$ cat src/hdl/rfm_pkg.sv
// Shared constants for the reciprocal frequency meter.
package rfm_pkg;

   localparam int TIMER_BITS_DEFAULT = 16;
   localparam int CAPTURE_BITS = 16;
   localparam int FREQ_BITS = 16;
   localparam int NUM_BITS = 32;
   localparam int FRAC_BITS = 8;
   localparam int DIVIDEND_BITS = NUM_BITS - FRAC_BITS;
   localparam logic [NUM_BITS-1:0] NUMERATOR_RESET = 32'd281604700;
   localparam logic [DIVIDEND_BITS-1:0] FREQ_LIMIT = 24'd65535;

endpackage

$ cat src/hdl/reciprocal_frequency_meter_top.sv
// Reciprocal frequency meter: pairs rising-edge captures and divides the numerator by the period.
// The closing edge of a pair yields a result on rsp_tvalid once the divider is done, unless the
// period is zero or the quotient reaches FREQ_LIMIT. The 24-step restoring divider, one quotient
// bit per cycle, holds the block busy; other requests are taken every cycle while it is idle.
// A waiting result does not block the next request; only the divider's hand-over waits for it.
// Reset (synchronous): no held edge, numerator back to its reset value, output empty.
module reciprocal_frequency_meter_top
   import rfm_pkg::*;
#(
   parameter int TIMER_BITS = TIMER_BITS_DEFAULT
) (
   input  logic                  clock,
   input  logic                  reset,
   input  logic                  req_tvalid,
   output logic                  req_tready,
   input  logic [CAPTURE_BITS-1:0] req_tdata,  // [15:0] capture_value
   input  logic                  req_tuser,    // [0] pin_high
   output logic                  rsp_tvalid,
   input  logic                  rsp_tready,
   output logic [FREQ_BITS-1:0]  rsp_tdata,    // [15:0] frequency
   input  logic                  csr_wr_en,
   input  logic [NUM_BITS-1:0]   csr_wr_data
);

   localparam int CNT_W = $clog2(DIVIDEND_BITS + 1);
   localparam logic [1:0] ST_IDLE = 2'd0;
   localparam logic [1:0] ST_DIV  = 2'd1;
   localparam logic [1:0] ST_DONE = 2'd2;

   logic [1:0]               state_ff, state_in;
   logic [CNT_W-1:0]         cnt_ff, cnt_in;
   logic                     pend_ff, pend_in;
   logic [TIMER_BITS-1:0]    first_ff, first_in;
   logic [TIMER_BITS-1:0]    per_ff, per_in;
   logic [TIMER_BITS-1:0]    rem_ff, rem_in;
   logic [DIVIDEND_BITS-1:0] div_ff, div_in;
   logic [DIVIDEND_BITS-1:0] quot_ff, quot_in;
   logic [NUM_BITS-1:0]      num_ff, num_in;
   logic                     rsp_valid_ff, rsp_valid_in;
   logic [FREQ_BITS-1:0]     rsp_data_ff, rsp_data_in;

   logic [TIMER_BITS+CAPTURE_BITS-1:0] cap_wide;
   logic [TIMER_BITS-1:0]    cap;
   logic [TIMER_BITS-1:0]    period_now;
   logic [TIMER_BITS:0]      rem_shift;
   logic [TIMER_BITS:0]      diff;
   logic                     ge;
   logic                     accept;

   assign req_tready = (state_ff == ST_IDLE);
   assign accept     = req_tvalid & req_tready;
   assign cap_wide   = {{TIMER_BITS{1'b0}}, req_tdata};
   assign cap        = cap_wide[TIMER_BITS-1:0];
   assign period_now = cap - first_ff;
   assign rem_shift  = {rem_ff, div_ff[DIVIDEND_BITS-1]};
   assign diff       = rem_shift - {1'b0, per_ff};
   assign ge         = (rem_shift >= {1'b0, per_ff});
   assign rsp_tvalid = rsp_valid_ff;
   assign rsp_tdata  = rsp_data_ff;

   always_comb begin
      state_in     = state_ff;
      cnt_in       = cnt_ff;
      pend_in      = pend_ff;
      first_in     = first_ff;
      per_in       = per_ff;
      rem_in       = rem_ff;
      div_in       = div_ff;
      quot_in      = quot_ff;
      num_in       = csr_wr_en ? csr_wr_data : num_ff;
      rsp_valid_in = rsp_valid_ff & ~rsp_tready;
      rsp_data_in  = rsp_data_ff;
      unique case (state_ff)
         ST_IDLE: begin
            if (accept && req_tuser) begin
               if (!pend_ff) begin
                  first_in = cap;
                  pend_in  = 1'b1;
               end else begin
                  pend_in = 1'b0;
                  if (period_now != '0) begin
                     per_in   = period_now;
                     div_in   = num_ff[NUM_BITS-1:FRAC_BITS];
                     rem_in   = '0;
                     quot_in  = '0;
                     cnt_in   = '0;
                     state_in = ST_DIV;
                  end
               end
            end
         end
         ST_DIV: begin
            div_in  = {div_ff[DIVIDEND_BITS-2:0], 1'b0};
            rem_in  = ge ? diff[TIMER_BITS-1:0] : rem_shift[TIMER_BITS-1:0];
            quot_in = {quot_ff[DIVIDEND_BITS-2:0], ge};
            cnt_in  = cnt_ff + 1'b1;
            if (cnt_ff == CNT_W'(DIVIDEND_BITS - 1)) begin
               state_in = ST_DONE;
            end
         end
         ST_DONE: begin
            if (!rsp_valid_ff || rsp_tready) begin
               if (quot_ff < FREQ_LIMIT) begin
                  rsp_valid_in = 1'b1;
                  rsp_data_in  = quot_ff[FREQ_BITS-1:0];
               end
               state_in = ST_IDLE;
            end
         end
         default: begin
            state_in = ST_IDLE;
         end
      endcase
   end

   always_ff @(posedge clock) begin
      if (reset) begin
         state_ff     <= ST_IDLE;
         cnt_ff       <= '0;
         pend_ff      <= 1'b0;
         first_ff     <= '0;
         num_ff       <= NUMERATOR_RESET;
         rsp_valid_ff <= 1'b0;
      end else begin
         state_ff     <= state_in;
         cnt_ff       <= cnt_in;
         pend_ff      <= pend_in;
         first_ff     <= first_in;
         num_ff       <= num_in;
         rsp_valid_ff <= rsp_valid_in;
      end
   end

   always_ff @(posedge clock) begin
      per_ff      <= per_in;
      rem_ff      <= rem_in;
      div_ff      <= div_in;
      quot_ff     <= quot_in;
      rsp_data_ff <= rsp_data_in;
   end

endmodule

$ cat config.mk
export PLATFORM = sky130hd
export DESIGN_NAME = reciprocal_frequency_meter_top
export DESIGN_NICKNAME = d
export VERILOG_FILES = /design/src/hdl/rfm_pkg.sv /design/src/hdl/reciprocal_frequency_meter_top.sv
export SDC_FILE = /design/constraint.sdc
export NUM_CORES = 1
export LEC_CHECK = 0
export BUFFER_PORTS_ARGS = -buffer_cell sky130_fd_sc_hd__clkbuf_2
export CORE_MARGIN = 2
export CORE_UTILIZATION = 64
export CTS_CLUSTER_SIZE = 14
export DETAILED_ROUTE_END_ITERATION = 6
export MAX_ROUTING_LAYER = met4
export PLACE_DENSITY = 0.85
export SLEW_MARGIN = 20
export SYNTH_ARGS = -nofsm -noshare
export SYNTH_HDL_FRONTEND = slang
export SYNTH_SLANG_ARGS = --single-unit
$ cat constraint.sdc
create_clock -name clock -period 14.1 [get_ports clock]
set_input_delay 0.705 -clock clock [delete_from_list [all_inputs] [get_ports clock]]
set_output_delay 0.705 -clock clock [all_outputs]
set_load 0.02 [all_outputs]
== Word level (Yosys, flattened, before mapping) ==
Index checks and enable logic that the tools add are counted.

* Bitwise gates (word level): 4
* $lt $le $gt $ge: 2
* Reduce and logical (&&, ||, !) cells: 12
* Equal/unequal tests: 8
* $add $sub $neg: 3
* Divide/modulo/power cells: 0
* Mux-type cells: 27
* $mul: 0
* Shifts and indexed selects: 0

{| class="wikitable"
|+ Operators with widths
! operator !! count
|-
| 2-to-1 mux 24 bit || 6
|-
| one-hot mux 24 bit (2 select lines) || 2
|-
| 2-to-1 mux 16 bit || 4
|-
| one-hot mux 16 bit (2 select lines) || 1
|-
| subtractor 16 bit || 2
|-
| < comparator 24 x 16 -> 1 bit (second input constant) || 1
|-
| greater-or-equal comparator 17 x 16 -> 1 bit || 1
|-
| nonzero test 16 bit || 1
|-
| 2-to-1 mux 5 bit || 3
|-
| 2-to-1 mux 2 bit || 5
|-
| one-hot mux 5 bit (2 select lines) || 1
|-
| AND reduction 4 bit || 2
|-
| != test 2 x 1 -> 1 bit (second input constant) || 3
|-
| one-hot mux 2 bit (3 select lines) || 1
|-
| AND reduction 3 bit || 2
|-
| adder 5 x 1 -> 5 bit (second input constant) || 1
|-
| equality test 5 bit (second input constant) || 1
|-
| AND reduction 5 bit || 1
|-
| 2-to-1 mux 1 bit || 4
|-
| != test 2 bit (second input constant) || 2
|-
| bitwise AND 1 bit || 2
|-
| equality test 2 x 1 -> 1 bit (second input constant) || 1
|-
| equality test 2 bit (second input constant) || 1
|-
| zero test 2 bit || 1
|-
| 6 further kinds || 7
|}

* Latch bits: 0
* Word-level logic and storage cells: 67
* Bits in registers: 153
* Bits in read-only memories: 0
* Memories kept: 0
* RAM bits: 0
* Output and inout bits: 18
* Bits of input ports: 54

== Logic depth before layout (Yosys ltp) ==
Gate-level depths: netlist (run 1).

* Depth after elaboration: 6
* Depth in mapped cells: 12
* Mapped depth without buffers: 11

== Worst setup path before layout (run 1) ==
No wires, ideal clock.

* Path kind: input to register
* From: in req_tdata[0]
* To: reg div_ff[0], enable pin
* Library setup time: 0.494 ns
* Arrival: 5.448 ns
* Setup slack: 8.158 ns
* Cell stages on the path: 11
* Cells stage by stage: inv_1 ha_1 fa_1 nand2b_1 a21o_1 a21oi_1 nor4_1 nor3b_1 a2111oi_2 and3_1 o21ai_1

* Longest elaborated chain between the ends: 4

{| class="wikitable"
|+ Ends and longest elaborated chain
! item !! line !! text
|-
| from (decl) || reciprocal_frequency_meter_top.sv:16 || <nowiki>input logic [CAPTURE_BITS-1:0] req_tdata,</nowiki>
|-
| subtractor 16 bit || reciprocal_frequency_meter_top.sv:54 || <nowiki>assign period_now = cap - first_ff;</nowiki>
|-
| via period_now[10] || reciprocal_frequency_meter_top.sv:44 || <nowiki>logic [TIMER_BITS-1:0] period_now;</nowiki>
|-
| nonzero test 16 bit || reciprocal_frequency_meter_top.sv:81 || <nowiki>if (period_now != '0) begin</nowiki>
|-
| != test 2 x 1 -> 1 bit (no source line) || - ||
|-
| AND reduction 4 bit (no source line) || - ||
|-
| to (signal assigned) || reciprocal_frequency_meter_top.sv:137 || <nowiki>div_ff <= div_in;</nowiki>
|-
| to (decl) || reciprocal_frequency_meter_top.sv:36 || <nowiki>logic [DIVIDEND_BITS-1:0] div_ff, div_in;</nowiki>
|}

The timed path passes the listed nets, and every way through them passes these cells.
A chain may end at the register's enable or synchronous reset.

== Final worst setup path (run 1) ==
* From: in req_tdata[0]
* To: reg rem_ff[1], enable pin

* Longest elaborated chain between the ends: 4

{| class="wikitable"
|+ Ends and longest elaborated chain
! item !! line !! text
|-
| subtractor 16 bit || reciprocal_frequency_meter_top.sv:54 ||
|-
| via period_now[12] || reciprocal_frequency_meter_top.sv:44 ||
|-
| nonzero test 16 bit || reciprocal_frequency_meter_top.sv:81 ||
|-
| != test 2 x 1 -> 1 bit (no source line) || - ||
|-
| AND reduction 4 bit (no source line) || - ||
|-
| to (signal assigned) || reciprocal_frequency_meter_top.sv:136 || <nowiki>rem_ff <= rem_in;</nowiki>
|-
| to (decl) || reciprocal_frequency_meter_top.sv:35 || <nowiki>logic [TIMER_BITS-1:0] rem_ff, rem_in;</nowiki>
|}

The timed path passes the listed nets, and every way through them passes these cells.

==> results of run 1 <==
[final cells by class]
class                   count  area [um^2]
flip-flops and latches    145         3860
multi-input cells         524         3290
inverters                  44          165
clock buffers              17          425
clock inverters            15          148
fillers                   792         2960
repair buffers             66          338
well taps                 143          179
[cells by family after synthesis]
kind of cell,synth area share (%)
muxes,2.91
xor gates and xnor gates,2.72
and+or+nand+nor,20.3
AOI/OAI and AO/OA,12.0
buffers and inverters,3.87
adders and majority gates,5.95
DFF,52.2
[power by group through the flow]
stage	combinational (uW)	sequential, uW	clock (uW)
5_1_grt	128	479	461
6_report	115	478	439
3_5_place_dp	112	486	0
4_1_cts	114	477	443
2_1_floorplan	85.3	485	0
3_3_place_gp	108	485	0
[metal layers]
metal	wire length (um)	share of wire, %
met2	7440	49
met4	378	2.5
met1	6720	44
met3	741	4.8
met5	0	0
[flip-flops by register name, indices dropped and copies added (netlist names), 5 cells and up]
| signal | flops |
|---|---|
| div_ff | 24 |
| num_ff | 24 |
| quot_ff | 24 |
| first_ff | 16 |
| per_ff | 16 |
| rem_ff | 16 |
| rsp_tdata | 16 |
| cnt_ff | 5 |
[through the flow]
stage / setup slack, ps / area, um^2 / utilization (%)
after global placement: 9460 / 7820 / 68.8
after CTS: 9820 / 8390 / 73.8
after floorplan: 8160 / 7400 / -
after detailed placement: 9410 / 7820 / 68.8
final: 9780 / 8410 / 73.9
after global routing: 9480 / 8410 / 73.9
[worst paths after layout]
check | from | to | slack (ps) | cells after the start
max | req_tdata[0] | rem_ff[1] | 9780 | 13
max reg2reg | first_ff[0] | rem_ff[1] | 9900 | 11
min reg2reg | first_ff[2] | first_ff[2] | 450 | 2
min | first_ff[2] | first_ff[2] | 450 | 2
[critical path, stage by stage]
cell and delay [ps]:
clkbuf_2 90, inv_1 40, ha_1 220, fa_1 410, nand2b_1 190, a21o_1 220, a211oi_1 290, nor2_1 100
o311ai_1 400, nor2_1 220, and3_1 260, o21ai_4 600, buf_4 580
[cells in the final DEF, fill, tap and decap left out, types with 4 or more instances in the layout]
cell / n
a211o_1: 10
a211oi_1: 6
a21o_1: 7
a21oi_1: 45
a31oi_1: 4
and2_1: 32
and3_1: 8
clkbuf_16: 17
clkbuf_2: 63
dfxtp_1: 49
edfxtp_1: 96
ha_1: 32
inv_1: 44
inv_6: 5
mux2i_1: 20
nand2_1: 129
nand2b_1: 9
nand3_1: 21
nand4_1: 10
nor2_1: 40
nor2b_1: 17
nor3_1: 14
nor4_1: 8
o21a_1: 5
o21ai_0: 25
or2_2: 5
or3_1: 4
xnor2_1: 14
xor2_1: 9
==> impl_metrics.env, run 1 <==
export IMPL_outcome="complete, no violations"
export IMPL_synth_flop_cell="edfxtp_1"
export IMPL_cts_num_sinks=145
export IMPL_startpoint_type="primary input"
export IMPL_maxSlewViolCount=0
export IMPL_wl_um=15300
export IMPL_wire_per_inst_um=16.0
export IMPL_cts_made_buffers=17
export IMPL_skew_ps=8.43
export IMPL_switching_share_pct=26.1
export IMPL_drt_pre_antenna_iters=5
export IMPL_finalNonFillerCells=954
export IMPL_synth_top_cells_by_count="nand2_1 (129), edfxtp_1 (96), dfxtp_1 (49)"
export IMPL_post_cts_repair_setup_buffers=0
export IMPL_drc=0
export IMPL_hold_buffers=0
export IMPL_cts_tree="done"
export IMPL_clockBufferDepth=2
export IMPL_synth_fp_nets=833
export IMPL_netlist_area_leader_share_pct=38.9
export IMPL_comb_power_share_pct=11.2
export IMPL_routabilityCongestion=0.942
export IMPL_htreeDepth=4
export IMPL_antenna_found_initial=0
export IMPL_synth_most_common_cell="nand2_1"
export IMPL_dpl_hpwl_um=10000
export IMPL_vias=5599
export IMPL_slew_headroom_pct=29.7
export IMPL_rsz0062_at_grt="false"
export IMPL_power_uw=1030
export IMPL_grt_pass1_vias=5481
export IMPL_grt_pass1_wl_um=25400
export IMPL_fin_nets=886
export IMPL_power_density_nw_per_um2=123
export IMPL_use_met2_pct=42.1
export IMPL_drive_gt1_share_pct=14.7
export IMPL_hold_violations=0
export IMPL_netlist_area_um2=7400
export IMPL_die_area_um2=12400
export IMPL_numPortBuffers=63
export IMPL_yosys_warnings=0
export IMPL_endpoint_kind="flip-flop"
export IMPL_holdWs_ps=455
export IMPL_ys_top_cells_by_area="edfxtp_1 (39%), dfxtp_1 (13%), nand2_1 (6.5%), ha_1 (5.4%), a21oi_1 (3.0%)"
export IMPL_crit_type="primary input to flip-flop"
export IMPL_worst_path_max_fanout=41
export IMPL_ios=72
export IMPL_drv_cap=0
export IMPL_core_um2=11400
export IMPL_via_per_inst=5.87
export IMPL_ys_seq_elements=145
export IMPL_fin_tns_setup_ps=0
export IMPL_initial_core_util_pct=65.1
export IMPL_die_h_um=112
export IMPL_p_switching_uw=269
export IMPL_use_met1_pct=32.4
export IMPL_grt_ovfl_total=0
export IMPL_grt_max_degree=51
export IMPL_fp_row_count=39
export IMPL_ys_seq_area_share_pct=52.2
export IMPL_p_seq_share_pct=46.3
export IMPL_internal_power_uw=763
export IMPL_netlist_top_cell_by_area="edfxtp_1"
export IMPL_die_w_um=112
export IMPL_synth_cells=745
export IMPL_p_leak_uw=0.00338
export IMPL_synth_cell_type_count=59
export IMPL_ir_drop_mv=0.0908
export IMPL_post_route_min_period_ps=4320
export IMPL_n_antenna_cell=0
export IMPL_drt_iter0_drc=379
export IMPL_cts_resized=0
export IMPL_path_clk_slew_ps=60
export IMPL_postRouteAntennaNets=0
export IMPL_fmax_ghz=0.232
export IMPL_synth_avg_cell_area_um2=9.94
export IMPL_grtUsageTotal_pct=26.0
export IMPL_synthArstFlopShare_pct=0
export IMPL_syn2layout_area_growth_pct=13.6
export IMPL_cp_required_ps=14160
export IMPL_p_clk_share_pct=42.6
export IMPL_finalSetupViolCount=0
export IMPL_cp_arrival_ps=4380
export IMPL_synth_edff_count=96
export IMPL_placed_cells=922
export IMPL_grt_busiest_layer="met2"
export IMPL_worstSkewPairLatency_ps=420
export IMPL_gr_usage_met3_pct=5.82
export IMPL_hold_class="flip-flop to flip-flop"
export IMPL_worstMarginPinSlew_ps=1060
export IMPL_fin_crit_sh_pct=30.6
export IMPL_cts_root_buf="clkbuf_16"
Note: power is estimated with default switching activity, not from simulation.
==> inputs of run 2 (changes only) <==
--- a/config.mk
+++ b/config.mk
@@ -7,11 +7,11 @@
 export LEC_CHECK = 0
 export BUFFER_PORTS_ARGS = -buffer_cell sky130_fd_sc_hd__clkbuf_2
 export CORE_MARGIN = 2
-export CORE_UTILIZATION = 64
+export CORE_UTILIZATION = 54
 export CTS_CLUSTER_SIZE = 14
 export DETAILED_ROUTE_END_ITERATION = 6
 export MAX_ROUTING_LAYER = met4
-export PLACE_DENSITY = 0.85
+export PLACE_DENSITY = 0.77
 export SLEW_MARGIN = 20
 export SYNTH_ARGS = -nofsm -noshare
 export SYNTH_HDL_FRONTEND = slang
==> constraint.sdc (replaced) <==
create_clock -name clock -period 3.8 [get_ports clock]
set_input_delay 0.19 -clock clock [delete_from_list [all_inputs] [get_ports clock]]
set_output_delay 0.19 -clock clock [all_outputs]
set_load 0.02 [all_outputs]
==> run 2 against run 1 <==
Count of clock-buffer cells in the layout up 3. Global-route usage shrank 4.2 points. Non-clock buffer count rose by 16. Register-to-register slack got worse by 9500 ps. Sequential power rose to 3.7 times the previous value. Final cell count is 5.1% higher. Via count decreased by 1.6%. Critical path depth shrank 2. Total power increased to 3.7 times the previous value. Setup slack got worse by 9400 ps. Critical path type is now flip-flop to flip-flop. Critical endpoint is now div_ff[5].
==> impl_metrics.env, run 2 (same netlist as run 1, synthesis figures left out) <==
export IMPL_p_clk_share_pct=42.3
export IMPL_worst_path_max_fanout=23
export IMPL_drt_iter0_drc=439
export IMPL_dpl_hpwl_um=10200
export IMPL_ir_drop_mv=0.339
export IMPL_cts_made_buffers=17
export IMPL_ios=72
export IMPL_internal_power_uw=2860
export IMPL_clockBufferDepth=2
export IMPL_skew_ps=8.33
export IMPL_worstSkewPairLatency_ps=420
export IMPL_drv_cap=0
export IMPL_fmax_ghz=0.292
export IMPL_grt_pass1_vias=5370
export IMPL_p_switching_uw=965
export IMPL_numPortBuffers=63
export IMPL_postRouteAntennaNets=0
export IMPL_whs_endpoint="first_ff[10]"
export IMPL_cp_required_ps=3890
export IMPL_r2r_end="div_ff[5]"
export IMPL_min_delay_path_depth=3
export IMPL_grt_ovfl_total=0
export IMPL_grt_pass1_wl_um=24600
export IMPL_fp_row_count=42
export IMPL_finalWorstSetupSlack_ps=375
export IMPL_wl_um=14700
export IMPL_cts_tree="done"
export IMPL_die_h_um=121
export IMPL_nFillCells=1051
export IMPL_via_per_inst=5.49
export IMPL_endpoint_kind="flip-flop"
export IMPL_power_density_nw_per_um2=444
export IMPL_maxSlewViolCount=0
export IMPL_post_route_min_period_ps=3430
export IMPL_n_antenna_cell=0
export IMPL_switching_share_pct=25.3
export IMPL_hold_violations=0
export IMPL_drc=0
export IMPL_die_w_um=121
export IMPL_p_leak_uw=0.00345
export IMPL_core_um2=13300
export IMPL_grtUsageTotal_pct=21.8
export IMPL_r2r_start="first_ff[0]"
export IMPL_drive_gt1_share_pct=14.5
export IMPL_path_clk_slew_ps=60
export IMPL_crit_type="flip-flop to flip-flop"
export IMPL_grt_max_degree=51
export IMPL_multi_input_area_um2=3280
export IMPL_drt_pre_antenna_iters=4
export IMPL_antenna_found_initial=0
export IMPL_die_area_um2=14700
export IMPL_mostFrequentLayoutCell="nand2_1"
export IMPL_wire_per_inst_um=14.6
export IMPL_reg2reg_depth=11
export IMPL_fin_nets=902
export IMPL_final_cell_mix="nand2_1 (129), edfxtp_1 (96), clkbuf_2 (63)"
export IMPL_cp_arrival_ps=3510
export IMPL_seqCellArea_um2=3860
export IMPL_slew_headroom_pct=30.8
export IMPL_htreeDepth=4
export IMPL_initial_core_util_pct=55.7
export IMPL_syn2layout_area_growth_pct=16.2
export IMPL_cts_root_buf="clkbuf_16"
export IMPL_min_from="req_tdata[10]"
export IMPL_power_uw=3820
export IMPL_p_seq_share_pct=46.3
export IMPL_comb_power_share_pct=11.4
export IMPL_hold_class="primary input to flip-flop"
export IMPL_post_place_ws_ps=363
export IMPL_vias=5510
export IMPL_cts_num_sinks=145
export IMPL_rsz0062_at_grt="false"
export IMPL_routabilityCongestion=0.864
export IMPL_reg_top3="div_ff x24, num_ff x24, quot_ff x24"
export IMPL_rrSetupSlack_ps=370
export IMPL_finalSetupViolCount=0
export IMPL_fin_crit_sh_pct=90.1
export IMPL_outcome="complete, no violations"
export IMPL_startpoint_type="flip-flop"
export IMPL_worstMarginPinSlew_ps=1040
export IMPL_fin_tns_setup_ps=0
-- run 2: changes by cell type in the layout (fill, tap and decap cells not counted), moves of 2 or more --
cell and change:
inv_4 +2, clkbuf_1 +2, dlygate4sd3_1 +12, inv_6 -2, buf_4 +3
-- run 2: power groups by stage --
stage / registers, uW / clock network (uW) / logic [uW]
final: 1770 / 1620 / 437
after global routing: 1780 / 1710 / 490
after CTS: 1770 / 1640 / 435
after detailed placement: 1800 / 0 / 422
after global placement: 1800 / 0 / 408
after floorplan: 1800 / 0 / 317
-- run 2: timing repair --
action | in CTS | in global routing
hold buffers | 12 | 0
resized for setup | 0 | 0
setup buffers | 0 | 0
endpoints found under the hold margin | 12 | 0
-- run 2: routing by layer --
metal	vias to the layer above	global-route usage, %	part of all wire, %
met2	136	35.7	48
met1	2577	26.9	46
li1	2769	-	-
met3	28	4.42	4.1
met4	0	7.70	1.8
met5	-	-	0
-- run 2: stage by stage --
step | instance area, um^2 | hold WS, ps | std cells | util (%)
after global routing | 8600 | 6.14 | 1003 | 64.7
after floorplan | 7410 | 312 | 745 | -
after global placement | 7910 | 400 | 959 | 59.5
after detailed placement | 7910 | 408 | 959 | 59.5
after CTS | 8590 | 0.614 | 1003 | 64.6
final | 8600 | 11.0 | 1003 | 64.7
-- run 2: worst max-delay path, cell delays in order, from the launching register on --
cell	delay, ps
dfxtp_1	320
ha_1	210
fa_1	410
nand2b_1	200
a21o_1	220
a211oi_1	310
nor2_1	100
o311ai_1	380
nor2_1	190
and3_1	240
o21ai_4	170
buf_4	350
-- run 2: worst max path at each step --
stage | startpoint | endpoint | cells after the start
after CTS | first_ff[0] | div_ff[0] | 11
after detailed placement | req_tdata[0] | div_ff[14] | 13
after global routing | first_ff[0] | div_ff[13] | 11
final | first_ff[0] | div_ff[5] | 11
after global placement | req_tdata[0] | div_ff[12] | 13
after floorplan | first_ff[0] | div_ff[0] | 10
-- run 2: cell type report --
cell class | instances | area share (%)
clock inverters | 12 | 1.41
flip-flops and latches | 145 | 44.9
well taps | 176 | 2.56
repair buffers | 82 | 5.82
clock buffers | 20 | 5.19
inverters | 44 | 1.92
multi-input cells | 524 | 38.2
